<file path="src/hdl/tsti_pkg.sv">
// Shared types and constants for the triode stage table interpolation solver.
// No dependencies; imported by the controller, the datapath and the top level.
`default_nettype none

package tsti_pkg;

  localparam int GRID_BINS    = 257;
  localparam int PLATE_BINS   = 385;
  localparam int SOLVE_ROUNDS = 4;

  localparam int TBL_DEPTH = GRID_BINS * PLATE_BINS;
  localparam int ADDR_W    = 17;
  localparam int CELL_W    = 10;
  localparam int RND_W     = (SOLVE_ROUNDS > 1) ? $clog2(SOLVE_ROUNDS) : 1;

  localparam int GRID_W  = 27;
  localparam int VOLT_W  = 26;
  localparam int STEP_W  = 32;
  localparam int LOAD_W  = 24;
  localparam int SCALE_W = 16;
  localparam int CUR_W   = 32;
  localparam int WGT_W   = 17;
  localparam int CFG_IDX_W = 3;
  localparam int CFG_DAT_W = 32;

  localparam logic [WGT_W-1:0] ONE_Q16 = WGT_W'(65536);

  // configuration register indexes
  localparam logic [CFG_IDX_W-1:0] REG_GRID_MIN   = 3'd0;
  localparam logic [CFG_IDX_W-1:0] REG_GRID_MAX   = 3'd1;
  localparam logic [CFG_IDX_W-1:0] REG_PLATE_MAX  = 3'd2;
  localparam logic [CFG_IDX_W-1:0] REG_GRID_INV   = 3'd3;
  localparam logic [CFG_IDX_W-1:0] REG_PLATE_INV  = 3'd4;
  localparam logic [CFG_IDX_W-1:0] REG_SUPPLY     = 3'd5;
  localparam logic [CFG_IDX_W-1:0] REG_REST       = 3'd6;
  localparam logic [CFG_IDX_W-1:0] REG_LOAD       = 3'd7;

  localparam logic OP_TABLE_WRITE = 1'b0;
  localparam logic OP_SAMPLE      = 1'b1;

  typedef enum logic [3:0] {
    MUL_SUPPLY, MUL_REST, MUL_GRID, MUL_PLATE,
    MUL_LO_A, MUL_LO_B, MUL_V_A, MUL_V_B, MUL_DROP
  } mul_sel_t;

  typedef enum logic [1:0] {
    RD_BASE, RD_BASE1, RD_NEXT, RD_NEXT1
  } rd_sel_t;

  typedef enum logic [3:0] {
    ST_IDLE, ST_SUP, ST_REST, ST_GRID, ST_GLOC, ST_PMUL, ST_PLOC,
    ST_RD1, ST_RD2, ST_RD3, ST_B1, ST_B2, ST_B3, ST_B4, ST_DROP, ST_UPD
  } state_t;

  typedef struct packed {
    mul_sel_t mul_sel;
    rd_sel_t  rd_sel;
    logic     tbl_wr;
    logic     start;
    logic     ld_sup;
    logic     ld_rest;
    logic     ld_gloc;
    logic     ld_ploc;
    logic     rd_en;
    logic     ld_acc;
    logic     ld_lo;
    logic     ld_hi;
    logic     ld_cur;
    logic     upd;
    logic     done;
  } cmd_t;

endpackage

`default_nettype wire

</file>
<file path="src/hdl/tsti_ctrl.sv">
// Sequencing state machine: issues datapath commands for each solver round.
// Depends on tsti_pkg.
`default_nettype none

module tsti_ctrl
  import tsti_pkg::*;
(
  input  wire  clk,
  input  wire  rst_n,
  input  wire  in_valid,
  input  wire  in_operation,
  output logic in_ready,
  output logic out_valid,
  input  wire  out_ready,
  output cmd_t cmd
);

  state_t state_r, state_nxt;
  logic [RND_W-1:0] rnd_r, rnd_nxt;
  logic out_valid_r, out_valid_nxt;
  logic last_rnd;
  logic out_free;

  assign last_rnd = (rnd_r == RND_W'(SOLVE_ROUNDS - 1));
  assign out_free = !out_valid_r || out_ready;
  assign in_ready = (state_r == ST_IDLE);
  assign out_valid = out_valid_r;

  always_comb begin
    state_nxt = state_r;
    unique case (state_r)
      ST_IDLE: if (in_valid && in_operation == OP_SAMPLE) state_nxt = ST_SUP;
      ST_SUP:  state_nxt = ST_REST;
      ST_REST: state_nxt = ST_GRID;
      ST_GRID: state_nxt = ST_GLOC;
      ST_GLOC: state_nxt = ST_PLOC;
      ST_PMUL: state_nxt = ST_PLOC;
      ST_PLOC: state_nxt = ST_RD1;
      ST_RD1:  state_nxt = ST_RD2;
      ST_RD2:  state_nxt = ST_RD3;
      ST_RD3:  state_nxt = ST_B1;
      ST_B1:   state_nxt = ST_B2;
      ST_B2:   state_nxt = ST_B3;
      ST_B3:   state_nxt = ST_B4;
      ST_B4:   state_nxt = ST_DROP;
      ST_DROP: state_nxt = ST_UPD;
      // hold the last round until the output register is free
      ST_UPD: begin
        if (!last_rnd) state_nxt = ST_PMUL;
        else if (out_free) state_nxt = ST_IDLE;
      end
      default: state_nxt = ST_IDLE;
    endcase
  end

  always_comb begin
    cmd = '0;
    cmd.mul_sel = MUL_SUPPLY;
    cmd.rd_sel = RD_BASE;
    rnd_nxt = rnd_r;
    out_valid_nxt = out_valid_r && !out_ready;
    unique case (state_r)
      ST_IDLE: begin
        cmd.tbl_wr = in_valid && (in_operation == OP_TABLE_WRITE);
        cmd.start = in_valid && (in_operation == OP_SAMPLE);
        rnd_nxt = '0;
      end
      ST_SUP: cmd.mul_sel = MUL_SUPPLY;
      ST_REST: begin
        cmd.ld_sup = 1'b1;
        cmd.mul_sel = MUL_REST;
      end
      ST_GRID: begin
        cmd.ld_rest = 1'b1;
        cmd.mul_sel = MUL_GRID;
      end
      ST_GLOC: begin
        cmd.ld_gloc = 1'b1;
        cmd.mul_sel = MUL_PLATE;
      end
      ST_PMUL: cmd.mul_sel = MUL_PLATE;
      ST_PLOC: begin
        cmd.ld_ploc = 1'b1;
        cmd.rd_en = 1'b1;
        cmd.rd_sel = RD_BASE;
      end
      ST_RD1: begin
        cmd.rd_en = 1'b1;
        cmd.rd_sel = RD_BASE1;
        cmd.mul_sel = MUL_LO_A;
      end
      ST_RD2: begin
        cmd.rd_en = 1'b1;
        cmd.rd_sel = RD_NEXT;
        cmd.ld_acc = 1'b1;
        cmd.mul_sel = MUL_LO_B;
      end
      ST_RD3: begin
        cmd.rd_en = 1'b1;
        cmd.rd_sel = RD_NEXT1;
        cmd.ld_lo = 1'b1;
        cmd.mul_sel = MUL_LO_A;
      end
      ST_B1: begin
        cmd.ld_acc = 1'b1;
        cmd.mul_sel = MUL_LO_B;
      end
      ST_B2: begin
        cmd.ld_hi = 1'b1;
        cmd.mul_sel = MUL_V_A;
      end
      ST_B3: begin
        cmd.ld_acc = 1'b1;
        cmd.mul_sel = MUL_V_B;
      end
      ST_B4: cmd.ld_cur = 1'b1;
      ST_DROP: cmd.mul_sel = MUL_DROP;
      ST_UPD: begin
        // keep the drop product steady while the result waits
        cmd.mul_sel = MUL_DROP;
        if (!last_rnd) begin
          cmd.upd = 1'b1;
          rnd_nxt = rnd_r + RND_W'(1);
        end else if (out_free) begin
          cmd.upd = 1'b1;
          cmd.done = 1'b1;
          out_valid_nxt = 1'b1;
        end
      end
      default: ;
    endcase
  end

  always_ff @(posedge clk) begin
    if (!rst_n) begin
      state_r <= ST_IDLE;
      rnd_r <= '0;
      out_valid_r <= 1'b0;
    end else begin
      state_r <= state_nxt;
      rnd_r <= rnd_nxt;
      out_valid_r <= out_valid_nxt;
    end
  end

endmodule

`default_nettype wire

</file>
<file path="config.mk">
export PLATFORM = sky130hd
export DESIGN_NAME = tsti_ctrl
export DESIGN_NICKNAME = d
export VERILOG_FILES = /design/src/hdl/tsti_pkg.sv /design/src/hdl/tsti_ctrl.sv
export SDC_FILE = /design/constraint.sdc
export NUM_CORES = 1
export LEC_CHECK = 0
export ABC_AREA = 1
export BUFFER_PORTS_ARGS = -buffer_cell sky130_fd_sc_hd__buf_2
export CORE_MARGIN = 2
export CORE_UTILIZATION = 41
export CTS_BUF_LIST = sky130_fd_sc_hd__clkbuf_16
export CTS_CLUSTER_SIZE = 8
export DETAILED_ROUTE_END_ITERATION = 12
export PLACE_DENSITY = 0.76
export SYNTH_ARGS = -nofsm -noshare
export SYNTH_HDL_FRONTEND = slang
export SYNTH_SLANG_ARGS = --single-unit
</file>
<file path="constraint.sdc">
create_clock -name clk -period 1.25 [get_ports clk]
set_input_delay 0.0625 -clock clk [delete_from_list [all_inputs] [get_ports clk]]
set_output_delay 0.0625 -clock clk [all_outputs]
set_load 0.005 [all_outputs]
</file>
### Yosys cells after proc, flatten, opt, wreduce, memory -nomap -nowiden

Index checks and enable logic that the tools add are counted.

* $add $sub $neg: 1
* equality and inequality tests: 19
* multiplexer cells: 25
* bitwise operators: 1
* reductions and logical operators: 16

Operators by type and width (count)
* 4-bit case mux with 15 select lines: 1
* 4-bit equality test (second input constant): 8
* 4-bit case mux with 8 select lines: 1
* 4-bit by 3-bit equality test with 1-bit output (second input constant): 4
* 1-bit 2-to-1 mux: 14
* 4-bit 2-to-1 mux: 3
* 4-bit by 2-bit equality test with 1-bit output (second input constant): 2
* 2-bit 2-to-1 mux: 4
* 2-bit OR reduction: 4
* 2-bit case mux with 3 select lines: 1
* 4-bit by 1-bit equality test with 1-bit output (second input constant): 1
* 4-bit logical NOT: 1
* 2-bit case mux with 2 select lines: 1
* 2-bit AND reduction: 2
* 4-bit OR reduction: 1
* 1-bit logical AND: 3
* 3-bit inequality test (second input constant): 1
* 3-bit OR reduction: 1
* 2-bit by 1-bit adder with 2-bit output (second input constant): 1
* 2-bit equality test (second input constant): 1
* 1-bit logical NOT: 2
* 2-bit by 1-bit inequality test with 1-bit output (second input constant): 1
* 2-bit inequality test (second input constant): 1
* 2-bit nonzero test: 1
* 2 further kinds: 2

* register bits after elaboration: 7
* input port bits: 5
* output and inout port bits: 21

### Logic depth before layout (Yosys ltp)

Gate-level depths: netlist of run 1.

* depth in word-level cells: 5
* depth in mapped cells: 8
* gate-level depth less buffers: 8

### Worst setup path after synthesis of run 1

OpenSTA, ideal clock, no wires.

* kind: reg-to-reg
* from: register state_r[2]
* to: register state_r[2]
* data arrival time: 0.963 ns
* required time: 1.141 ns
* path slack: 0.178 ns
* cell stages (with the launch flop): 9
* buffers on the path: 0
* cells stage by stage: dfxtp_1 > nand2_2 > inv_1 > nand2_1 > nand2_1 > nor2_1 > nand3_1 > nand2_1 > inv_1

* word-level cells in the longest chain between the ends: 3
* elaborated cells on any way between the ends: 21
* those cells by class: eq/ne: 17; mux: 1; reduce/logical: 3

RTL lines
* start, declared: line tsti_ctrl.sv:18 `state_t state_r, state_nxt;`
* start signal, assigned: line tsti_ctrl.sv:140 `state_r <= state_nxt;`
* 4-bit by 3-bit equality test with 1-bit output (tied with other cells): line tsti_ctrl.sv:31 `unique case (state_r)`
* 2-bit OR reduction (no line) (tied with other cells)
* 4-bit case mux with 15 select lines or 2-bit AND reduction (tied branches)

Several ways; a longest one is shown, not always the timed one.
A chain may end at the register's enable or synchronous reset.

==> results of run 1 <==
-- worst max-delay path by stage --
stage,start,to,cells after the start
final,state_r[2],cmd[6],6
after global routing,state_r[3],cmd[16],7
after CTS,state_r[2],cmd[6],6
after detailed placement,state_r[1],cmd[17],5
after global placement,state_r[1],cmd[17],5
after floorplan,state_r[2],state_r[2],8
-- power by group through the flow --
stage / clock, W / sequential (W) / combinational (W)
finish: 0.000534 / 0.000408 / 0.000685
global route: 0.000562 / 0.000418 / 0.000763
CTS: 0.000539 / 0.000382 / 0.000633
detailed placement: 0 / 0.000366 / 0.000579
global placement: 0 / 0.000365 / 0.000580
floorplan: 0 / 0.000350 / 0.000385
-- logic make-up after synthesis --
family,Yosys count
buffers and inverters,25
adders and majority gates,1
and+or+nand+nor,51
AOI/OAI and AO/OA,15
DFF,7
-- flip-flops by register name, summed over array words and instances (netlist names) --
signal	count
rnd_r	2
state_r	4
out_valid	1
-- per-stage QoR --
stage	TNS [ns]	cell area (µm²)	total power (W)
2_1_floorplan	0	569	0.000735
3_3_place_gp	0	728	0.000945
3_5_place_dp	0	728	0.000945
4_1_cts	-0.0497	872	0.00155
5_1_grt	-0.608	911	0.00174
6_report	-0.176	911	0.00163
-- worst register-to-register path, cell delays in order, from the launching register on --
cell and delay [ns]:
dfxtp_4 0.39, nand2_4 0.12, nor2_8 0.13, buf_4 0.13, nand2_2 0.05, a22oi_1 0.16, nor2_1 0.07
-- Yosys cell counts --
| cell type | count | area share |
|---|---|---|
| a21oi_1 | 5 | 0.044 |
| a21oi_2 | 1 | 0.015 |
| a22oi_1 | 1 | 0.013 |
| dfxtp_1 | 7 | 0.25 |
| ha_1 | 1 | 0.022 |
| inv_1 | 25 | 0.16 |
| nand2_1 | 18 | 0.12 |
| nand2_2 | 3 | 0.033 |
| nand2_4 | 1 | 0.020 |
| nand3_1 | 6 | 0.053 |
| nand4_1 | 1 | 0.011 |
| nor2_1 | 17 | 0.11 |
| nor2_2 | 1 | 0.011 |
| nor2_8 | 1 | 0.035 |
| nor3_1 | 3 | 0.026 |
| o21ai_0 | 7 | 0.062 |
| o21bai_1 | 1 | 0.013 |
-- area by class of cell --
class                      count  area [µm²]
tap                           15        18.8
clock buffer                   3        75.1
fill                         104         390
timing repair buffer          32         181
clock inverter                 1        3.75
sequential                     7         158
inverter                      25        93.8
multi-input combinational     67         380
-- timing repair --
| action | in CTS | in global routing |
|---|---|---|
| gates cloned | 0 | 0 |
| setup buffers | 3 | 2 |
| pin swaps | 2 | 3 |
| endpoints found under the setup margin | 13 | 13 |
| hold buffers | 0 | 0 |
| resized for setup | 21 | 7 |
-- metal layers --
layer / share of wire / track usage / up-vias / wire [µm]
met5: 0 / 0 / - / 0
met4: 0.0062 / 0.0645 / 0 / 11
met3: 0.069 / 0.0815 / 4 / 122
met2: 0.50 / 0.430 / 29 / 879
met1: 0.43 / 0.245 / 341 / 753
li1: - / - / 381 / -
==> flow_metrics.py, run 1 <==
metrics = {
    "status": {
        "violations": "negative setup slack",
        "status": "finished with violations",
    },
    "sta": {
        "fin_ws_ns": -0.0848,
        "setup_viol": 5,
        "period_minus_slack_ns": 1.33,
        "max_freq_ghz": 0.749,
        "tightest_slew_ns": 0.179,
        "hold_viol": 0,
        "finClkSkew_ns": 0.000874,
        "relSlewSlack": 0.880,
        "holdWs_ns": 0.0943,
        "rsz0062_at_grt": "true",
        "drv_slew": 0,
        "period_share": 1.07,
    },
    "yosys": {
        "syn_area_um2": 569,
        "synth-simple-area-share": 0.420,
        "synth_compound_area_frac": 0.147,
        "synth_top_family_by_area": "simple AND/OR/NAND/NOR gates",
        "ys_seq_elements": 7,
        "muxShareOfSynthArea": 0,
        "synth_area_per_cell_um2": 5.75,
        "synth-adder-area-share": 0.0220,
        "synth_cell_types": 17,
        "yosysWarnings": 0,
        "syn_inst": 99,
        "synthXorXnorAreaFrac": 0,
        "ys_seq_area_frac": 0.246,
        "syn_nets": 105,
    },
    "finish": {
        "final_common_cell": "buf_2",
        "final_core_util": 0.700,
        "fin_nets": 142,
        "diodes": 0,
        "area_growth_syn_to_layout_pct": 60.0,
        "layout_common_cells": "buf_2, inv_1, nand2_1, nor2_1",
        "layout-drive-gt1-share": 0.437,
        "final_cells": 150,
    },
    "clock_network": {
        "cts_tree": "built",
        "cts.clk_slew.worst_paths_ns": 0.03,
        "clock_latency_ns": 0.23,
        "htree_levels": 1,
        "clk_path_buf_depth": 2,
        "cts_root_buf": "clkbuf_16",
        "numCtsBuffers": 3,
        "clock_sink_count": 7,
    },
    "power": {
        "p_leak_nw": 0.621,
        "peakVddDrop_v": 0.00102,
        "p_switching_w": 0.000630,
        "power_frac_comb": 0.421,
        "p_sw_frac": 0.387,
        "power_density_nw_per_um2": 1790,
        "p_int_w": 0.000997,
        "pwr-share-clk": 0.328,
        "p_seq_frac": 0.251,
    },
    "placement": {
        "finalWeightedCongestion": 0.880,
        "placed_cells": 141,
        "place_hpwl_mm": 1.20,
        "post-place-ws_ns": 0.0438,
        "io_buffers": 25,
    },
    "hold_path": {
        "min_to": "state_r[2]",
        "hold_class": "in -> reg",
        "hp-start": "rst_n",
        "hold_path_depth": 3,
    },
    "grt": {
        "grt_pass1_vias": 588,
        "antenna_found_initial": 0,
        "grt_max_degree": 9,
        "grt_util_all_layers": 0.233,
        "grt_overflow": 0,
        "grt_first_pass_wirelength_mm": 2.47,
    },
    "flow_run": {
        "maxCapViolCount": 0,
    },
    "setup_path": {
        "cpMaxStageDelayCell": "dfxtp_4",
        "critPathTopFamily": "flip-flops",
        "rrSetupSlack_ns": 0.09,
        "crit_fanout": 4,
        "crit_path_start_kind": "flop",
        "critPathMaxStageDelay_ns": 0.36,
        "reg2regPathDepth": 6,
        "cp.arrival_ns": 1.27,
        "critPathCaptureType": "primary output",
        "r2r-end": "rnd_r[1]",
        "crit_required_ns": 1.19,
        "r2r_start": "state_r[0]",
        "crit_buf_inv": 3,
        "worst-setup-path-type": "reg -> out",
        "critical_path.cell_chain": "buf_6 > nor2_4 > inv_2 > nor2_2 > o21bai_1 > buf_2",
    },
    "route": {
        "avgRoutedWirePerCell_um": 11.8,
        "vias": 755,
        "final_antenna_net_count": 0,
        "vias_per_cell": 5.03,
        "drc": 0,
        "wirelength_mm": 1.77,
        "drt-pass1-iter-count": 4,
        "first_iter_violations": 23,
    },
    "die": {
        "die_area_um2": 1700,
        "rows": 13,
        "start_util": 0.438,
        "core-area_um2": 1300,
        "fp.dieW_um": 41.3,
        "die_h_um": 41.3,
        "pin_count": 26,
    },
}
No activity file was read; power rests on OpenSTA's default activity.
==> run 2, diff against run 1 <==
--- a/config.mk
+++ b/config.mk
@@ -7,12 +7,12 @@
 export LEC_CHECK = 0
 export ABC_AREA = 1
 export BUFFER_PORTS_ARGS = -buffer_cell sky130_fd_sc_hd__buf_2
-export CORE_MARGIN = 2
-export CORE_UTILIZATION = 41
+export CORE_AREA = 2 2 39 41
 export CTS_BUF_LIST = sky130_fd_sc_hd__clkbuf_16
 export CTS_CLUSTER_SIZE = 8
 export DETAILED_ROUTE_END_ITERATION = 12
-export PLACE_DENSITY = 0.76
+export DIE_AREA = 0 0 41 43
+export PLACE_DENSITY = 0.79
 export SYNTH_ARGS = -nofsm -noshare
 export SYNTH_HDL_FRONTEND = slang
 export SYNTH_SLANG_ARGS = --single-unit
==> run 2 against run 1 <==
Net effect:
- the run still ends with negative setup slack left
- largest cell class unchanged
- global-route usage down 3.4 points
- critical endpoint is now cmd[16]
- total power grew 2.5%
- largest power group unchanged
- fmax increased by 4.4%
- count of clock-buffer cells in the layout is the same
- final cell count is 0.67% higher
- clock skew is 0.0013 ns higher
- sequential share of layout area shrank 0.39 points
- register-to-register slack worse by 0.02 ns
- critical path type unchanged
- wire length is 3.7% higher
- via count down 2.1%
==> flow_metrics.py, run 2 (same netlist as run 1, synthesis figures left out) <==
metrics = {
    "status": {
        "status": "finished with violations",
        "violations": "negative setup slack",
    },
    "clock_network": {
        "clk_path_buf_depth": 2,
        "clock_sink_count": 7,
        "htree_levels": 1,
        "cts_root_buf": "clkbuf_16",
        "clock_latency_ns": 0.23,
        "cts.clk_slew.worst_paths_ns": 0.04,
        "numCtsBuffers": 3,
        "cts_tree": "built",
    },
    "placement": {
        "finalWeightedCongestion": 0.760,
        "post-place-ws_ns": 0.0684,
        "placed_cells": 142,
        "placed_area_um2": 729,
        "io_buffers": 25,
        "place_hpwl_mm": 1.22,
    },
    "setup_path": {
        "critical_path.cell_chain": "nand2_4 > inv_2 > nand2_2 > nand2_1 > nor2_1 > inv_1 > buf_2",
        "rrSetupSlack_ns": 0.07,
        "crit_fanout": 5,
        "crit_end": "cmd[16]",
        "worstSetupStartpoint": "state_r[3]",
        "cp.arrival_ns": 1.22,
        "r2r-end": "rnd_r[1]",
        "reg2regPathDepth": 6,
        "worst-setup-path-type": "reg -> out",
        "r2r_start": "state_r[1]",
        "crit_required_ns": 1.19,
        "cpMaxStageDelayCell": "dfxtp_4",
        "critPathMaxStageDelay_ns": 0.37,
        "critPathCaptureType": "primary output",
        "crit_path_start_kind": "flop",
    },
    "finish": {
        "fin_nets": 142,
        "regMostFlops": "state_r",
        "largest_reg_flops": 4,
        "final_common_cell": "buf_2",
        "final_cells": 151,
        "final_core_util": 0.674,
        "area_growth_syn_to_layout_pct": 63.7,
        "layout-drive-gt1-share": 0.474,
        "layout_common_cells": "buf_2, inv_1, nand2_1, nor2_1, buf_4",
        "design_area_um2": 932,
        "diodes": 0,
    },
    "sta": {
        "period_share": 1.02,
        "max_freq_ghz": 0.783,
        "period_minus_slack_ns": 1.28,
        "rsz0062_at_grt": "true",
        "hold_viol": 0,
        "drv_slew": 0,
        "tightest_slew_ns": 0.239,
        "fin_ws_ns": -0.0279,
        "setup_viol": 4,
        "finClkSkew_ns": 0.00216,
        "relSlewSlack": 0.839,
    },
    "route": {
        "vias_per_cell": 4.89,
        "vias": 739,
        "drt-pass1-iter-count": 4,
        "first_iter_violations": 13,
        "final_antenna_net_count": 0,
        "avgRoutedWirePerCell_um": 12.1,
        "wirelength_mm": 1.83,
        "drc": 0,
    },
    "power": {
        "power_density_nw_per_um2": 1790,
        "p_total_w": 0.00167,
        "peakVddDrop_v": 0.00146,
        "p_leak_nw": 0.612,
    },
    "die": {
        "pin_count": 26,
        "fp.dieW_um": 41,
        "die_area_um2": 1760,
        "rows": 14,
        "core-area_um2": 1380,
        "die_h_um": 43,
        "start_util": 0.411,
    },
    "grt": {
        "grt_first_pass_wirelength_mm": 2.32,
        "grt_pass1_vias": 576,
        "antenna_found_initial": 0,
        "grt_max_degree": 9,
        "grt_overflow": 0,
        "grt_util_all_layers": 0.198,
    },
    "flow_run": {
        "maxCapViolCount": 0,
    },
    "hold_path": {
        "hold_class": "in -> reg",
    },
}
run 2: area by class of cell:
| class | count | area (µm²) |
|---|---|---|
| Clock inverter | 1 | 3.75 |
| Timing Repair Buffer | 32 | 181 |
| Fill cell | 134 | 452 |
| Tap cell | 16 | 20.0 |
| Clock buffer | 3 | 75.1 |
| Inverter | 25 | 96.3 |
| Sequential cell | 7 | 158 |
| Multi-Input combinational cell | 67 | 398 |
run 2: power by group:
group          internal, W  total [W]  switching [W]  leakage [nW]
Combinational     0.000287   0.000694       0.000406         0.509
Sequential        0.000303   0.000430       0.000127        0.0608
Clock             0.000417   0.000545       0.000128        0.0423
Total              0.00101    0.00167       0.000662         0.612
run 2: what timing repair did:
action	4_1_cts	5_1_grt
hold endpoints to repair	0	0
resized for setup	14	21
hold buffers	0	0
setup endpoints to repair	13	15
setup buffers	0	5
pin swaps	1	9
run 2: worst max-delay path: cells and delay by family (launching register included):
| family | cells | cell delay, ns |
|---|---|---|
| and+or+nand+nor | 4 | 0.38 |
| DFF | 1 | 0.37 |
| buffers and inverters | 3 | 0.23 |
run 2: metrics by stage:
stage / setup TNS (ns) / hold WS (ns)
4_1_cts: -0.109 / 0.0880
3_5_place_dp: 0 / 0.327
5_1_grt: -0.406 / 0.106
2_1_floorplan: 0 / 0.159
3_3_place_gp: 0 / 0.328
6_report: -0.0886 / 0.0994
run 2: per-layer routing:
metal	part of all wire	vias up	wire length (µm)	track usage
li1	-	377	-	-
met1	0.37	327	680	0.195
met2	0.54	30	996	0.353
met3	0.061	5	111	0.0524
met4	0.024	0	44	0.0933
met5	0	-	0	0
run 2: worst min-delay path by stage:
stage,start,end,slack [ns],cells after the start
2_1_floorplan,in_operation,cmd[12],0.16,1
3_3_place_gp,rst_n,state_r[2],0.33,3
3_5_place_dp,rst_n,state_r[2],0.33,3
6_report,rst_n,state_r[2],0.1,3
4_1_cts,rst_n,state_r[2],0.09,3
5_1_grt,rst_n,state_r[2],0.11,3
